[src/design/sidv_pkg.sv]
`timescale 1ns / 1ps
// ----------------------------------------------------------------------------
// sidv_pkg
// Shared types and constants of the identification verifier.
// ----------------------------------------------------------------------------
package sidv_pkg;

  localparam int WIDTH = 32;
  localparam int NW    = WIDTH + 1;
  localparam int CNT_W = $clog2(WIDTH);
  localparam int FLD_W = 32;

  typedef enum logic [1:0] {
    REG_MODULUS   = 2'd0,
    REG_GENERATOR = 2'd1,
    REG_PUBLIC    = 2'd2
  } cfg_reg_t;

  typedef enum logic [2:0] {
    S_IDLE,
    S_RED0,
    S_RED1,
    S_SQ,
    S_MUL,
    S_FIN,
    S_OUT
  } state_t;

  typedef struct packed {
    logic [FLD_W-1:0] commitment;
    logic [FLD_W-1:0] challenge;
    logic [FLD_W-1:0] response;
  } in_t;

  typedef struct packed {
    logic [FLD_W-1:0] left_value;
    logic [FLD_W-1:0] right_value;
    logic             accepted;
  } out_t;

endpackage

[src/design/schnorr_identification_verify_core.sv]
`timescale 1ns / 1ps
// ----------------------------------------------------------------------------
// schnorr_identification_verify_core
// Checks g^z mod N against (Y * X^c) mod N with two bit-serial multipliers.
//
//   channel | direction | handshake           | beat
//   in      | input     | in_valid / in_stall | commitment, challenge, response
//   out     | output    | out_valid/out_stall | left_value, right_value, accepted
//   cfg     | input     | cfg_we              | cfg_index, cfg_data
//
// An item takes 67 multiplies on the one-bit-per-cycle multipliers (start, WIDTH steps,
// done): two reductions, WIDTH squarings, WIDTH multiplies and one final product.
// Reset clears the sequencer and output valid; registers return to N=2, g=0, X=0.
// A result waits in the output register under stall; the next beat is taken
// once the sequencer is back in idle.
// ----------------------------------------------------------------------------
module schnorr_identification_verify_core (
  input  logic                       clk,
  input  logic                       rst,
  input  logic                       in_valid,
  output logic                       in_stall,
  input  sidv_pkg::in_t              in_data,
  output logic                       out_valid,
  input  logic                       out_stall,
  output sidv_pkg::out_t             out_data,
  input  logic                       cfg_we,
  input  logic [1:0]                 cfg_index,
  input  logic [sidv_pkg::FLD_W-1:0] cfg_data
);
  import sidv_pkg::*;

  state_t           state;
  state_t           state_next;
  logic             kick;
  logic [WIDTH-1:0] modulus;
  logic [WIDTH-1:0] generator;
  logic [WIDTH-1:0] public_value;
  logic [WIDTH-1:0] y;
  logic [WIDTH-1:0] c;
  logic [WIDTH-1:0] z;
  logic [WIDTH-1:0] gr;
  logic [WIDTH-1:0] xr;
  logic [WIDTH-1:0] yr;
  logic [WIDTH-1:0] accl;
  logic [WIDTH-1:0] accr;
  logic [CNT_W-1:0] idx;
  logic [NW-1:0]    n;
  logic [WIDTH-1:0] one;
  logic [WIDTH-1:0] a_mcand;
  logic [WIDTH-1:0] a_mplier;
  logic [WIDTH-1:0] b_mcand;
  logic [WIDTH-1:0] b_mplier;
  logic [WIDTH-1:0] a_res;
  logic [WIDTH-1:0] b_res;
  logic             a_done;
  logic             b_done;
  logic             out_free;

  assign n        = (modulus == '0) ? (NW'(1) << WIDTH) : {1'b0, modulus};
  assign one      = (n == NW'(1)) ? '0 : WIDTH'(1);
  assign out_free = !out_valid || !out_stall;
  assign in_stall = (state != S_IDLE);

  // configuration
  always_ff @(posedge clk) begin
    if (rst) begin
      modulus      <= WIDTH'(2);
      generator    <= '0;
      public_value <= '0;
    end else if (cfg_we) begin
      case (cfg_index)
        REG_MODULUS:   modulus      <= cfg_data[WIDTH-1:0];
        REG_GENERATOR: generator    <= cfg_data[WIDTH-1:0];
        REG_PUBLIC:    public_value <= cfg_data[WIDTH-1:0];
        default: ;
      endcase
    end
  end

  // next state
  always_comb begin
    state_next = state;
    case (state)
      S_IDLE: if (in_valid) state_next = S_RED0;
      S_RED0: if (a_done) state_next = S_RED1;
      S_RED1: if (a_done) state_next = S_SQ;
      S_SQ:   if (a_done) state_next = S_MUL;
      S_MUL:  if (a_done) state_next = (idx == '0) ? S_FIN : S_SQ;
      S_FIN:  if (a_done) state_next = S_OUT;
      S_OUT:  if (out_free) state_next = S_IDLE;
      default: state_next = S_IDLE;
    endcase
  end

  // operand select
  always_comb begin
    a_mcand  = one;
    a_mplier = accl;
    b_mcand  = one;
    b_mplier = accr;
    case (state)
      S_RED0: begin
        a_mplier = generator;
        b_mplier = public_value;
      end
      S_RED1: begin
        a_mplier = y;
        b_mplier = y;
      end
      S_SQ: begin
        a_mcand = accl;
        b_mcand = accr;
      end
      S_MUL: begin
        a_mcand = z[idx] ? gr : one;
        b_mcand = c[idx] ? xr : one;
      end
      S_FIN: begin
        b_mcand = yr;
      end
      default: ;
    endcase
  end

  always_ff @(posedge clk) begin
    if (rst) begin
      state     <= S_IDLE;
      kick      <= 1'b0;
      out_valid <= 1'b0;
    end else begin
      state <= state_next;
      kick  <= (state_next != state) && (state_next inside {S_RED0, S_RED1, S_SQ, S_MUL, S_FIN});
      if (state == S_OUT && out_free) begin
        out_valid <= 1'b1;
      end else if (!out_stall) begin
        out_valid <= 1'b0;
      end
    end
  end

  always_ff @(posedge clk) begin
    case (state)
      S_IDLE: if (in_valid) begin
        y <= in_data.commitment[WIDTH-1:0];
        c <= in_data.challenge[WIDTH-1:0];
        z <= in_data.response[WIDTH-1:0];
      end
      S_RED0: if (a_done) begin
        gr   <= a_res;
        xr   <= b_res;
        accl <= one;
        accr <= one;
        idx  <= CNT_W'(WIDTH - 1);
      end
      S_RED1: if (a_done) yr <= a_res;
      S_SQ: if (a_done) begin
        accl <= a_res;
        accr <= b_res;
      end
      S_MUL: if (a_done) begin
        accl <= a_res;
        accr <= b_res;
        idx  <= idx - 1'b1;
      end
      S_FIN: if (a_done) accr <= b_res;
      S_OUT: if (out_free) begin
        out_data.left_value  <= FLD_W'(accl);
        out_data.right_value <= FLD_W'(accr);
        out_data.accepted    <= (accl == accr);
      end
      default: ;
    endcase
  end

  sidv_mulmod u_mul_a (
    .clk    (clk),
    .rst    (rst),
    .start  (kick),
    .n      (n),
    .mcand  (a_mcand),
    .mplier (a_mplier),
    .result (a_res),
    .done   (a_done)
  );

  sidv_mulmod u_mul_b (
    .clk    (clk),
    .rst    (rst),
    .start  (kick),
    .n      (n),
    .mcand  (b_mcand),
    .mplier (b_mplier),
    .result (b_res),
    .done   (b_done)
  );

  a_lockstep: assert property (@(posedge clk) disable iff (rst) a_done == b_done)
    else $error("multipliers out of step");
  a_flag: assert property (@(posedge clk) disable iff (rst)
    out_valid |-> out_data.accepted == (out_data.left_value == out_data.right_value))
    else $error("accept flag disagrees with values");
  a_busy: assert property (@(posedge clk) disable iff (rst)
    (a_done && state == S_IDLE) |-> 1'b0)
    else $error("multiplier finished while idle");
  a_reduced: assert property (@(posedge clk) disable iff (rst)
    (state == S_OUT) |-> ({1'b0, accl} < n && {1'b0, accr} < n))
    else $error("result not reduced");

endmodule

[src/design/sidv_mulmod.sv]
`timescale 1ns / 1ps
// ----------------------------------------------------------------------------
// sidv_mulmod
// Bit-serial modular multiplier: one multiplier bit per cycle, MSB first,
// doubling and adding with a conditional subtract of the modulus after each.
// ----------------------------------------------------------------------------
module sidv_mulmod (
  input  logic                       clk,
  input  logic                       rst,
  input  logic                       start,
  input  logic [sidv_pkg::NW-1:0]    n,
  input  logic [sidv_pkg::WIDTH-1:0] mcand,
  input  logic [sidv_pkg::WIDTH-1:0] mplier,
  output logic [sidv_pkg::WIDTH-1:0] result,
  output logic                       done
);
  import sidv_pkg::*;

  logic [WIDTH-1:0] acc;
  logic [WIDTH-1:0] a;
  logic [WIDTH-1:0] m;
  logic [CNT_W-1:0] cnt;
  logic             busy;
  logic [NW:0]      d;
  logic [NW:0]      d1;
  logic [NW:0]      s;
  logic [NW:0]      s1;

  always_comb begin
    d  = {1'b0, acc, 1'b0};
    d1 = (d >= {1'b0, n}) ? d - {1'b0, n} : d;
    s  = d1 + (m[WIDTH-1] ? {2'b00, a} : '0);
    s1 = (s >= {1'b0, n}) ? s - {1'b0, n} : s;
  end

  always_ff @(posedge clk) begin
    if (rst) begin
      busy <= 1'b0;
      done <= 1'b0;
      cnt  <= '0;
    end else begin
      done <= 1'b0;
      if (start) begin
        busy <= 1'b1;
        cnt  <= CNT_W'(WIDTH - 1);
      end else if (busy) begin
        cnt <= cnt - 1'b1;
        if (cnt == '0) begin
          busy <= 1'b0;
          done <= 1'b1;
        end
      end
    end
  end

  always_ff @(posedge clk) begin
    if (start) begin
      acc <= '0;
      a   <= mcand;
      m   <= mplier;
    end else if (busy) begin
      acc <= s1[WIDTH-1:0];
      m   <= {m[WIDTH-2:0], 1'b0};
    end
  end

  assign result = acc;

endmodule
[config.mk]
export PLATFORM = sky130hd
export DESIGN_NAME = schnorr_identification_verify_core
export DESIGN_NICKNAME = d
export VERILOG_FILES = /design/src/design/sidv_pkg.sv /design/src/design/schnorr_identification_verify_core.sv /design/src/design/sidv_mulmod.sv
export SDC_FILE = /design/constraint.sdc
export NUM_CORES = 1
export LEC_CHECK = 0
export BUFFER_PORTS_ARGS = -buffer_cell sky130_fd_sc_hd__buf_2
export CAP_MARGIN = 0
export CORE_AREA = 3 3 178 354
export DETAILED_ROUTE_END_ITERATION = 12
export DIE_AREA = 0 0 181 357
export PLACE_DENSITY = 0.77
export SKIP_CTS_REPAIR_TIMING = 1
export SKIP_LAST_GASP = 1
export SLEW_MARGIN = 20
export SYNTH_ARGS = -nofsm -noshare
export SYNTH_HDL_FRONTEND = slang
export SYNTH_SLANG_ARGS = --single-unit
[constraint.sdc]
create_clock -name clk -period 13.06 [get_ports clk]
set_input_delay 0.653 -clock clk [delete_from_list [all_inputs] [get_ports clk]]
set_output_delay 0.653 -clock clk [all_outputs]
set_load 0.03 [all_outputs]
# [Yosys cells after proc, flatten, opt, wreduce, memory -nomap -nowiden]
# Cells that the tools add are included.
[totals] reg_bits=632 latchBits=0 ramBits=0 romBits=0 inputBits=135 out_inout_bits=67 elab_cells=148 mem_count=0
[op_classes] n_addsub=9 multipliers=0 div_mod_pow=0 n_lt_le_gt_ge=5 eq_ne=21 shifts=0 n_mux=52 bitwise=1 reduce_logical=31
[op_table] operator="two-way mux 32 bit" count=13
[op_table] operator="case mux 32 bit (2 select lines)" count=5
[op_table] operator="case mux 32 bit (3 select lines)" count=1
[op_table] operator="adder 34 x 32 -> 34 bit" count=2
[op_table] operator=">= comparator 34 x 33 -> 1 bit" count=2
[op_table] operator="two-way mux 34 bit" count=2
[op_table] operator="subtractor 33 x 33 -> 34 bit" count=2
[op_table] operator=">= comparator 33 bit" count=2
[op_table] operator="subtractor 32 bit" count=2
[op_table] operator="== test 33 x 1 -> 1 bit (second input constant)" count=1
[op_table] operator="two-way mux 33 bit" count=1
[op_table] operator="== test 32 bit" count=1
[op_table] operator="zero test 32 bit" count=1
[op_table] operator="two-way mux 5 bit" count=6
[op_table] operator="two-way mux 3 bit" count=8
[op_table] operator="case mux 3 bit (7 select lines)" count=1
[op_table] operator="== test 3 bit (second input constant)" count=5
[op_table] operator="zero test 5 bit" count=3
[op_table] operator="subtractor 5 x 1 -> 5 bit (second input constant)" count=3
[op_table] operator="AND reduction 2 bit" count=7
[op_table] operator="== test 3 x 2 -> 1 bit (second input constant)" count=4
[op_table] operator="two-way mux 1 bit" count=12
[op_table] operator="binary-select mux 1 bit (select 5 bit)" count=2
[op_table] operator="inequality test 2 x 1 -> 1 bit (second input constant)" count=5
[op_table] operator="18 further kinds" count=28

# [Logic depth before layout (Yosys ltp)]
[logic_depth] word_depth=7 ltp_mapped=38

# [Hierarchy]
# A second synthesis with hierarchy kept.
[unflattened] cells_unflattened=3545 hier_area_um2=36346.1
[modules_own_cells] module="schnorr_identification_verify_core" instances=1 cells_each=1316 area_each_um2=17160.2
[modules_own_cells] module="sidv_mulmod (u_mul_b)" instances=1 cells_each=1138 area_each_um2=9655.5
[modules_own_cells] module="sidv_mulmod (u_mul_a)" instances=1 cells_each=1091 area_each_um2=9530.4

# [Worst setup path before layout]
# No wires, ideal clock.
[synth_timing] path_type="register -> register" from="register modulus[0]" to="register u_mul_b.acc[27], in the netlist u_mul_b.result[27]" setup_ns=0.091 t_arrival_ns=7.232 t_required_ns=12.969 setup_slack_ns=5.737 path_stages_with_launch=36 path_buffers=2 cell_sequence="dfxtp_1 inv_1 fa_1 a21o_1 a21oi_1 o21a_2 o2111ai_2 a31oi_4 o311a_4 clkbuf_1 buf_1 nor2_1 ha_1 inv_1 fa_1 nor2b_1 o31a_1 o221a_2 o21ai_0 nor3_1 o21ai_0 nand2b_1 a21oi_1 xnor2_1 ha_1 a21o_1 a21oi_1 nor2b_1 nor4_1 o41ai_1 o21ai_0 o21a_1 nor4b_1 mux2_4 or4_1 a311oi_1"
[synth_via] elab_chain_len=7
[synth_rtl] item="start, declared" line_no="schnorr_identification_verify_core.sv:35" text="logic [WIDTH-1:0] modulus;"
[synth_rtl] item="start signal, assigned" line_no="schnorr_identification_verify_core.sv:72" text="REG_MODULUS: modulus <= cfg_data[WIDTH-1:0];"
[synth_rtl] item="zero test 32 bit" line_no="schnorr_identification_verify_core.sv:59" text="assign n = (modulus == '0) ? (NW'(1) << WIDTH) : {1'b0, modulus};"
[synth_rtl] item="two-way mux 33 bit (*)" line_no="schnorr_identification_verify_core.sv:59"
[synth_rtl] item="subtractor 33 x 33 -> 34 bit / >= comparator 33 bit (equally long branches)" line_no="sidv_mulmod.sv:31" text="d1 = (d >= {1'b0, n}) ? d - {1'b0, n} : d;"
[synth_rtl] item="two-way mux 34 bit" line_no="sidv_mulmod.sv:31"
[synth_rtl] item="adder 34 x 32 -> 34 bit" line_no="sidv_mulmod.sv:32" text="s = d1 + (m[WIDTH-1] ? {2'b00, a} : '0);"
[synth_rtl] item="subtractor 32 bit / >= comparator 34 x 33 -> 1 bit (equally long branches)" line_no="sidv_mulmod.sv:33" text="s1 = (s >= {1'b0, n}) ? s - {1'b0, n} : s;"
[synth_rtl] item="two-way mux 32 bit (*)" line_no="sidv_mulmod.sv:33"
[synth_rtl] item="end signal, assigned" line_no="sidv_mulmod.sv:62" text="acc <= s1[WIDTH-1:0];"
[synth_rtl] item="end, declared" line_no="sidv_mulmod.sv:19" text="logic [WIDTH-1:0] acc;"
# Mark *: on every way between the ends. The rest lies on a longest branch, timed or not.
# A chain may end at the register's enable or synchronous reset.

# [Final worst setup path]
[layout_timing] from="register modulus[31]" to="register u_mul_a.acc[16], in the netlist u_mul_a.result[16]"
[layout_via] elab_chain_len=7
[layout_rtl] item="zero test 32 bit" line_no="schnorr_identification_verify_core.sv:59"
[layout_rtl] item="two-way mux 33 bit (*)" line_no="schnorr_identification_verify_core.sv:59"
[layout_rtl] item="subtractor 33 x 33 -> 34 bit / >= comparator 33 bit (equally long branches)" line_no="sidv_mulmod.sv:31"
[layout_rtl] item="two-way mux 34 bit" line_no="sidv_mulmod.sv:31"
[layout_rtl] item="adder 34 x 32 -> 34 bit" line_no="sidv_mulmod.sv:32"
[layout_rtl] item="subtractor 32 bit / >= comparator 34 x 33 -> 1 bit (equally long branches)" line_no="sidv_mulmod.sv:33"
[layout_rtl] item="two-way mux 32 bit (*)" line_no="sidv_mulmod.sv:33"
[layout_rtl] item="end signal, assigned" line_no="sidv_mulmod.sv:62"
[layout_rtl] item="end, declared" line_no="sidv_mulmod.sv:19"
# Marks and branches as above.

==> run summary <==
initial antenna violation count - 5
ys async rst share - 0
All-Layer GR Usage - 0.378
clock skew - 0.0444 ns
core area - 60700 sq um
Post-Syn Area - 35600 sq um
Hold Path Class - in2reg
Die Y - 357 microns
DRC - 0
most numerous cell on the critical path - o21ai_0
final cell count without fillers - 4462
Worst Path Required - 13.59 ns
Worst Setup EP - u_mul_a.result[16]$_SDFFE_PP0P_
Final WS setup - 3.05 ns
post-synthesis cell count - 3499
Crit Path Max Fanout - 47
setup TNS - 0 ns
grt ovf - 0
Tcrit/Tclk final - 0.766
Reg2Reg Capture Point - u_mul_a.result[16]$_SDFFE_PP0P_
outcome - completed
WP buf/inv - 2
cell count after placement - 4355
DR top layer - met5
Crit path largest cell delay - 0.71 ns
Root Buffer - clkbuf_16
crit path time final - 10.01 ns
R2R setup slack - 3.05 ns
CP top delay family - compound AO/OA/AOI/OAI gates
commonest non-fill, non-tap cell in the layout - edfxtp_1
hpwl dp - 93.6 mm
clock buffer depth - 3
die width - 181 microns
Syn Nets - 3841
dpl ws - 3.29 ns
metal1 wirelength - 38.1 mm
number of synthesized flops with an enable pin - 454
Final ANT Viol Nets - 0
Setup crit start kind - flip-flop
met2 routed WL - 61.7 mm
Area growth syn-to-layout - 10.1%
register area share after synthesis - 0.484
die area - 64600 sq um
share of cells above drive strength 1 - 0.108
dominant synthesized flop cell - edfxtp_1
Worst-Skew Late Latency - 0.65 ns
Arrival @ worst endpoint - 10.54 ns
fill cell count - 4988
Clk pin slew, worst setup/hold paths - 0.07 ns
via density per instance - 6.66
CTS tree - yes
Final Max Slew Viols - 0
Synth Warn # - 0
Rel. slew slack - 0.293
Starting Density - 0.586
RSZ-0062 raised after global routing - false
launch point of the worst reg-to-reg path - modulus[31]$_SDFFE_PP0P_
Slew @ Worst Pin - 1.06 ns
Sinks on Clock Net - 632
Synth cell types - 93
Final setup viols - 0
Final #Nets - 3974
port bufs - 201
vias in the first global route - 29800
global-route wire length before repair - 183 mm
slowest stage cell on the critical path - o21ai_0
DRT iter0 DRCs - 2954
CTS H-tree lvls - 2
post-synthesis average cell area - 10.2 sq um
total CTS buffers - 55
Fin. Hold Viols - 0
Avg WL per Cell - 28.0 microns
drt pass-1 iters - 7
CP Capture Type - flip-flop
pin count of the biggest net entering global routing - 85
max frequency - 0.0999 GHz
register bit count reported by yosys - 632
max cap viols - 0
metal3 WL - 10.4 mm
Ports - 202
routed via count - 29700
final WL - 125 mm
routability cong. - 1.09
crit path kind - reg2reg
most frequent cells in the layout - 454 x edfxtp_1, 353 x a21oi_1, 343 x nand2_1
FF-to-FF path depth - 32
Crit. path cell count - 32
crit path from - modulus[31]$_SDFFE_PP0P_
FP Rows - 128
==> per-layer routing <==
metal,up-vias,global-route usage
li1,13200,-
met1,14100,0.369
met2,1748,0.662
met3,620,0.0784
met4,2,0.348
met5,-,0
==> metrics by stage <==
| stage | util | hold slack (ns) | cell area (sq um) |
|---|---|---|---|
| after floorplan | - | 0.436 | 35600 |
| after global placement | 0.614 | 0.441 | 37300 |
| after detailed placement | 0.614 | 0.446 | 37300 |
| after CTS | 0.645 | 0.179 | 39100 |
| after global routing | 0.645 | 0.188 | 39200 |
| final | 0.645 | 0.198 | 39200 |
==> Yosys cell counts (all sizes together), types with 9 or more instances <==
cell type / number / share of area
a211o: 10 / 0.0025
a211oi: 58 / 0.013
a21boi: 10 / 0.0021
a21o: 92 / 0.019
a21oi: 356 / 0.050
a221oi: 69 / 0.017
a222oi: 32 / 0.0090
a22o: 31 / 0.0076
a31oi: 23 / 0.0045
and2: 133 / 0.023
and3: 27 / 0.0048
buf: 19 / 0.0038
clkbuf: 144 / 0.015
dfxtp: 178 / 0.10
edfxtp: 454 / 0.38
ha: 201 / 0.071
inv: 132 / 0.014
mux2: 15 / 0.0049
mux2i: 71 / 0.020
nand2: 343 / 0.036
nand2b: 33 / 0.0058
nand3: 32 / 0.0045
nand4: 28 / 0.0051
nor2: 297 / 0.031
nor2b: 54 / 0.0095
nor3: 37 / 0.0053
nor4: 28 / 0.0049
o211ai: 17 / 0.0036
o21a: 34 / 0.0072
o21ai: 146 / 0.021
o21bai: 25 / 0.0053
o22ai: 9 / 0.0016
o31ai: 20 / 0.0042
or3: 14 / 0.0025
xnor2: 109 / 0.027
xor2: 88 / 0.022
==> state kept, by name (all words and copies together) (netlist names), 5 cells and up <==
signal          count
u_mul_b.cnt         5
public_value       32
c                  32
u_mul_b.m          32
accr               32
modulus            32
accl               32
yr                 32
z                  32
y                  32
out_data           65
u_mul_a.result     32
u_mul_b.a          32
u_mul_b.result     32
u_mul_a.cnt         5
idx                 5
u_mul_a.a          32
u_mul_a.m          32
gr                 32
generator          32
xr                 32
==> layout make-up <==
type,instances,area [sq um],share of cell area
Multi-Input combinational cell,2569,17300,0.441
Sequential cell,632,17200,0.439
Clock buffer,65,1410,0.0361
Timing Repair Buffer,241,1310,0.0334
Tap cell,780,976,0.0249
Inverter,133,499,0.0127
Clock inverter,39,467,0.0119
Antenna cell,3,7.51,0.000192
==> how the worst min path moves through the flow <==
stage / from / end / cells after the start
3_5_place_dp: generator[4]$_SDFFE_PP0P_ / generator[4]$_SDFFE_PP0P_ / 2
5_1_grt: in_data[62] / c[30]$_DFFE_PP_ / 1
4_1_cts: in_data[34] / c[2]$_DFFE_PP_ / 1
2_1_floorplan: generator[0]$_SDFFE_PP0P_ / generator[0]$_SDFFE_PP0P_ / 2
6_report: in_data[68] / y[4]$_DFFE_PP_ / 1
3_3_place_gp: public_value[22]$_SDFFE_PP0P_ / public_value[22]$_SDFFE_PP0P_ / 2
==> logic make-up (layout without fill, tap and decap cells) <==
| group | Yosys count | in the layout | share of synthesized area |
|---|---|---|---|
| and+or+nand+nor | 1068 | 1068 | 0.143 |
| xor gates and xnor gates | 197 | 197 | 0.0485 |
| DFF | 632 | 632 | 0.484 |
| AOI/OAI and AO/OA | 1003 | 1003 | 0.187 |
| muxes | 94 | 94 | 0.0303 |
| adders and majority gates | 207 | 207 | 0.0741 |
| buffers and inverters | 298 | 478 | 0.0336 |
| other | 0 | 3 | 0 |
Power is left out: the tool's default activity adds up to more than one toggle a clock period on the data nets, which glitch-free logic cannot reach.
